`config.mk`:
```
export PLATFORM = sky130hd
export DESIGN_NAME = svm_ctrl
export DESIGN_NICKNAME = d
export VERILOG_FILES = /design/src/rtl/svm_pkg.sv /design/src/rtl/svm_ctrl.sv
export SDC_FILE = /design/constraint.sdc
export NUM_CORES = 1
export LEC_CHECK = 0
export ABC_AREA = 0
export BUFFER_PORTS_ARGS = -buffer_cell sky130_fd_sc_hd__clkbuf_2
export CAP_MARGIN = 10
export CORE_AREA = 2 2 39 41
export DETAILED_ROUTE_END_ITERATION = 8
export DIE_AREA = 0 0 41 43
export GPL_TIMING_DRIVEN = 0
export PLACE_DENSITY = 0.68
export SLEW_MARGIN = 20
export SYNTH_ARGS = -nofsm -noshare
export SYNTH_HDL_FRONTEND = slang
export SYNTH_SLANG_ARGS = --single-unit
```
`constraint.sdc`:
```
create_clock -name clock -period 4.4 [get_ports clock]
set_clock_uncertainty 0.15 [all_clocks]
set_input_delay 0 -clock clock [delete_from_list [all_inputs] [get_ports clock]]
set_output_delay 0 -clock clock [all_outputs]
set_load 0.02 [all_outputs]
```
`src/rtl/svm_pkg.sv`:
```
// ============================================================================
// svm_pkg: shared types and constants of the sample voice mixer
// Item kinds, controller states, command and status bundles, LCG constants.
// ============================================================================
package svm_pkg;

   localparam int VOICE_COUNT_DEF  = 16;
   localparam int SOUND_COUNT_DEF  = 3;
   localparam int SAMPLE_DEPTH_DEF = 4096;

   localparam logic [1:0] KIND_LOAD = 2'd0;
   localparam logic [1:0] KIND_PLAY = 2'd1;
   localparam logic [1:0] KIND_TICK = 2'd2;

   localparam logic [1:0] REG_VOLUME = 2'd0;
   localparam logic [1:0] REG_LEN0   = 2'd1;
   localparam logic [1:0] REG_LEN1   = 2'd2;
   localparam logic [1:0] REG_LEN2   = 2'd3;

   localparam logic [31:0] LCG_MUL  = 32'd1664525;
   localparam logic [31:0] LCG_ADD  = 32'd1013904223;
   localparam logic [31:0] RNG_SEED = 32'h9E3779B9;
   localparam logic [15:0] VOLUME_MAX   = 16'd32768;
   localparam logic [15:0] STEP_RESET   = 16'd4096;
   localparam logic [15:0] GAIN_RESET   = 16'd16384;
   localparam logic [15:0] PITCH_BASE   = 16'd3686;
   localparam logic [9:0]  PITCH_SPREAD = 10'd819;

   typedef enum logic [3:0] {
      ST_IDLE,
      ST_RNG_MUL,
      ST_RNG_SCALE,
      ST_CLAIM,
      ST_PLAY_DONE,
      ST_VOICE_READ,
      ST_VOICE_WAIT,
      ST_VOICE_MUL1,
      ST_VOICE_MUL2,
      ST_VOICE_ACC,
      ST_FRAME_DONE
   } state_type;

   // Commands from the controller to the datapath.
   typedef struct packed {
      logic load_write;
      logic latch_item;
      logic rng_mul;
      logic rng_scale;
      logic claim;
      logic frame_clear;
      logic voice_read;
      logic voice_mul1;
      logic voice_mul2;
      logic voice_acc;
      logic voice_next;
      logic frame_report;
   } cmd_type;

   // Status from the datapath to the controller.
   typedef struct packed {
      logic varied;
      logic voice_live;
      logic last_voice;
   } status_type;

endpackage

```
`src/rtl/svm_ctrl.sv`:
```
// ============================================================================
// svm_ctrl: controller of the sample voice mixer
// Sequences load, play and tick items over the datapath.
// ============================================================================
module svm_ctrl (
   input  logic               clock,
   input  logic               reset,
   input  logic               start,
   input  logic [1:0]         kind,
   input  svm_pkg::status_type status,
   output logic               busy,
   output svm_pkg::cmd_type   cmd
);
   import svm_pkg::*;

   state_type state_ff, state_in;

   always_ff @(posedge clock) begin
      if (reset) begin
         state_ff <= ST_IDLE;
      end else begin
         state_ff <= state_in;
      end
   end

   always_comb begin
      state_in = state_ff;
      unique case (state_ff)
         ST_IDLE: begin
            if (start) begin
               if (kind == KIND_PLAY) begin
                  state_in = ST_RNG_MUL;
               end else if (kind == KIND_TICK) begin
                  state_in = ST_VOICE_READ;
               end
            end
         end
         ST_RNG_MUL: begin
            state_in = status.varied ? ST_RNG_SCALE : ST_CLAIM;
         end
         ST_RNG_SCALE:  state_in = ST_CLAIM;
         ST_CLAIM:      state_in = ST_PLAY_DONE;
         ST_PLAY_DONE:  state_in = ST_IDLE;
         ST_VOICE_READ: begin
            if (status.voice_live) begin
               state_in = ST_VOICE_WAIT;
            end else if (status.last_voice) begin
               state_in = ST_FRAME_DONE;
            end
         end
         ST_VOICE_WAIT: state_in = ST_VOICE_MUL1;
         ST_VOICE_MUL1: state_in = ST_VOICE_MUL2;
         ST_VOICE_MUL2: state_in = ST_VOICE_ACC;
         ST_VOICE_ACC: begin
            state_in = status.last_voice ? ST_FRAME_DONE : ST_VOICE_READ;
         end
         ST_FRAME_DONE: state_in = ST_IDLE;
         default:       state_in = ST_IDLE;
      endcase
   end

   always_comb begin
      cmd  = '0;
      busy = 1'b1;
      unique case (state_ff)
         ST_IDLE: begin
            busy            = 1'b0;
            cmd.latch_item  = start;
            cmd.load_write  = start && (kind == KIND_LOAD);
            cmd.frame_clear = start && (kind == KIND_TICK);
         end
         ST_RNG_MUL:    cmd.rng_mul = 1'b1;
         ST_RNG_SCALE:  cmd.rng_scale = 1'b1;
         ST_CLAIM:      cmd.claim = 1'b1;
         ST_PLAY_DONE: ;
         ST_VOICE_READ: begin
            cmd.voice_read = 1'b1;
            cmd.voice_next = !status.voice_live;
         end
         ST_VOICE_WAIT: ;
         ST_VOICE_MUL1: cmd.voice_mul1 = 1'b1;
         ST_VOICE_MUL2: cmd.voice_mul2 = 1'b1;
         ST_VOICE_ACC: begin
            cmd.voice_acc  = 1'b1;
            cmd.voice_next = 1'b1;
         end
         ST_FRAME_DONE: cmd.frame_report = 1'b1;
         default: ;
      endcase
   end
endmodule

```
==> metrics <==
Fmax=between 400 and 500 MHz; Power per Cell Area=between 200 and 300 mW/mm²; Post-Synthesis Cells=64; highest-count cells in the layout ignoring fill and taps=20 x clkbuf_2, 10 x nor2_1, 7 x nor3_1, 4 x nand2b_1, 4 x dfxtp_1; sequential area share after synthesis=around 17%; post-route ant nets=0; mapped cell area=around 470 µm²; Syn Nets=75; post-cts sizing count=0; crit-path max FO=7; CP required=4420 ps; layout cells sized above 1=approximately 38%; syn avg cell area=7.39 µm²; R2R Path End=state_ff[1]; simple-gate share of the synthesized area=43.9%; CTS hold repair buffers=3; Synth Area in Adders=7.94%; max cap viols=0; EDFF count, synth=0; register bank with the most flops=state_ff; Post-Place Setup Slack=approximately 2900 ps; CTS max path bufs=2; post-CTS setup buffers=0; initial antenna violation count=0; DRC Markers=0; Root Buffer Master=clkbuf_4; Largest register FFs=4; most common cell after layout, fill and taps aside=clkbuf_2; CTS tree=yes; status=completed; DR WL/cell=between 10 and 15 µm; final WL=around 1200 µm; final hold violations=0; cells on worst reg2reg path=4; min Tclk post-route=between 2000 and 2500 ps; Via Count=around 530; Detail Placement HPWL=871 µm; dpl cells=100; All-Layer GR Usage=14.1%; worst vdd ir=about 0.00011 V; Post-Synth XOR/XNOR Area=0%; CP Data Arrival Time=just over 2000 ps; Layout Cells excl Fill=roughly 110; drt first pass iters=4; GRT overflow=0; worst rel slew slack=approximately 80%; Final WS setup=2370 ps; Hold Crit Class=in2reg; Syn. warnings=0; main combinational cell family by area after synthesis=simple AND/OR/NAND/NOR gates; row count=14; die area=around 0.0018 mm²; unrepaired setup endpoints after global routing=no; registers with the highest flip-flop counts=state_ff (4); die extent in x=~41 µm; final net count=roughly 100; GPL Wtd Cong=0.747; Slew Limit Fails=0; TritonCTS Sinks=4; HP Start=status[1]; vias in the first global route=427; Pleak=between 0.3 and 0.4 nW; first-pass GRT wire length=roughly 1800 µm; worst-margin pin slew=328 ps; diode count=0; Final Setup Violations=0; via/cell ratio=between 5 and 6; complex-gate fraction of the synthesized area=between 10% and 20%; Core Area=between 0.001 and 0.0015 mm²; effective utilization at floorplan=roughly a third; Fin Setup TNS=0 ps; largest net degree at the start of global routing=11; async set or reset register ratio after synthesis=0%; critical path class=reg2reg; hold depth=4; Tcrit/Tclk final=approximately 46%; Initial DRC Count=17; unique cell type count in the Yosys netlist=28; Die Height=roughly 43 µm; Worst setup SP type=register; Top FF cell, synth=dfxtp_1; Worst Hold Endpoint=state_ff[2]; Clock Latency Late Sink=230 ps; IO Port Bufs=20; H-tree Lvls=1; Worst-path clk slew=roughly 40 ps; P&R area growth vs syn=36.5%; flop-to-flop setup slack=between 2000 and 2500 ps; Yosys reg bits=4; I/O pins=21; Worst Setup End Kind=register; Reg-to-Reg Start=state_ff[1]; CTS buffer count=3; mux cell area share after synthesis=under 10%
## cells in the mapped netlist (2+ instances only)
| library cell | number | area share [%] |
|---|---|---|
| buf_2 | 3 | 3.2 |
| o21ai_0 | 2 | 2.1 |
| inv_1 | 3 | 2.4 |
| nand2b_1 | 4 | 5.3 |
| dfxtp_1 | 4 | 17 |
| ha_1 | 3 | 7.9 |
| nor3_1 | 7 | 7.4 |
| mux2_2 | 3 | 7.1 |
| nor4_1 | 2 | 2.6 |
| nor2_1 | 10 | 7.9 |
| and3_1 | 3 | 4.0 |
| nor2b_1 | 2 | 2.6 |
| a21oi_1 | 3 | 3.2 |
## area by class of cell
type / instances / area (µm²)
plain buffers: 4 / 22.5
multi-input cells: 53 / 359
flip-flops and latches: 4 / 80.1
clock buffers: 3 / 22.5
inverters: 3 / 11.3
fillers: 144 / 738
repair buffers: 23 / 130
well taps: 16 / 20.0
## how the worst max path moves through the flow
stage                 from           to  slack, ps  depth (start not counted)
3_5_place_dp   state_ff[1]  state_ff[2]       2890                          5
6_report       state_ff[1]  state_ff[1]       2370                          4
3_3_place_gp   state_ff[3]  state_ff[0]       2890                          4
5_1_grt        state_ff[3]  state_ff[1]       2260                          4
2_1_floorplan  state_ff[3]  state_ff[0]       3010                          4
4_1_cts        state_ff[2]  state_ff[1]       2420                          5
## metal layers
layer / track usage [%] / share of wire [%] / vias to the layer above / wire (µm)
met5: 0 / 0 / - / 0
met3: 4.71 / 5.4 / 0 / 64
met4: 2.00 / 0 / 0 / 0
li1: - / - / 283 / -
met1: 18.9 / 49 / 232 / 584
met2: 21.9 / 45 / 18 / 534
## metrics by stage
stage          hold WS (ps)  cell area, µm²  total power [mW]  util (%)
6_report               99.1             646             0.176      46.7
3_5_place_dp           91.5             593             0.128      42.9
5_1_grt                 118             646             0.190      46.7
2_1_floorplan         -71.7             473             0.106         -
3_3_place_gp           93.2             593             0.128      42.9
4_1_cts                76.9             646             0.179      46.7
## critical path: stages, from the launching register on
cell	delay (ps)
dfxtp_1	360
nand2b_1	230
o221a_2	320
nor4_1	300
dlygate4sd3_1	610
## kinds of logic (layout without fill, tap and decap cells)
kind of cell / count (synthesis) / in the layout
compound gates: 10 / 10
fa+ha+maj: 3 / 3
buf+inv: 7 / 33
flops: 4 / 4
mux: 4 / 4
simple gates: 36 / 36
## where the power goes
part	leakage (nW)	total [mW]	internal, mW	switching [mW]
clock	0.0138	0.0453	0.0305	0.0148
combinational	0.278	0.0845	0.0374	0.0472
sequential	0.0326	0.0460	0.0401	0.00589
total	0.324	0.176	0.108	0.0678
Note: power is estimated with default switching activity, not from simulation.
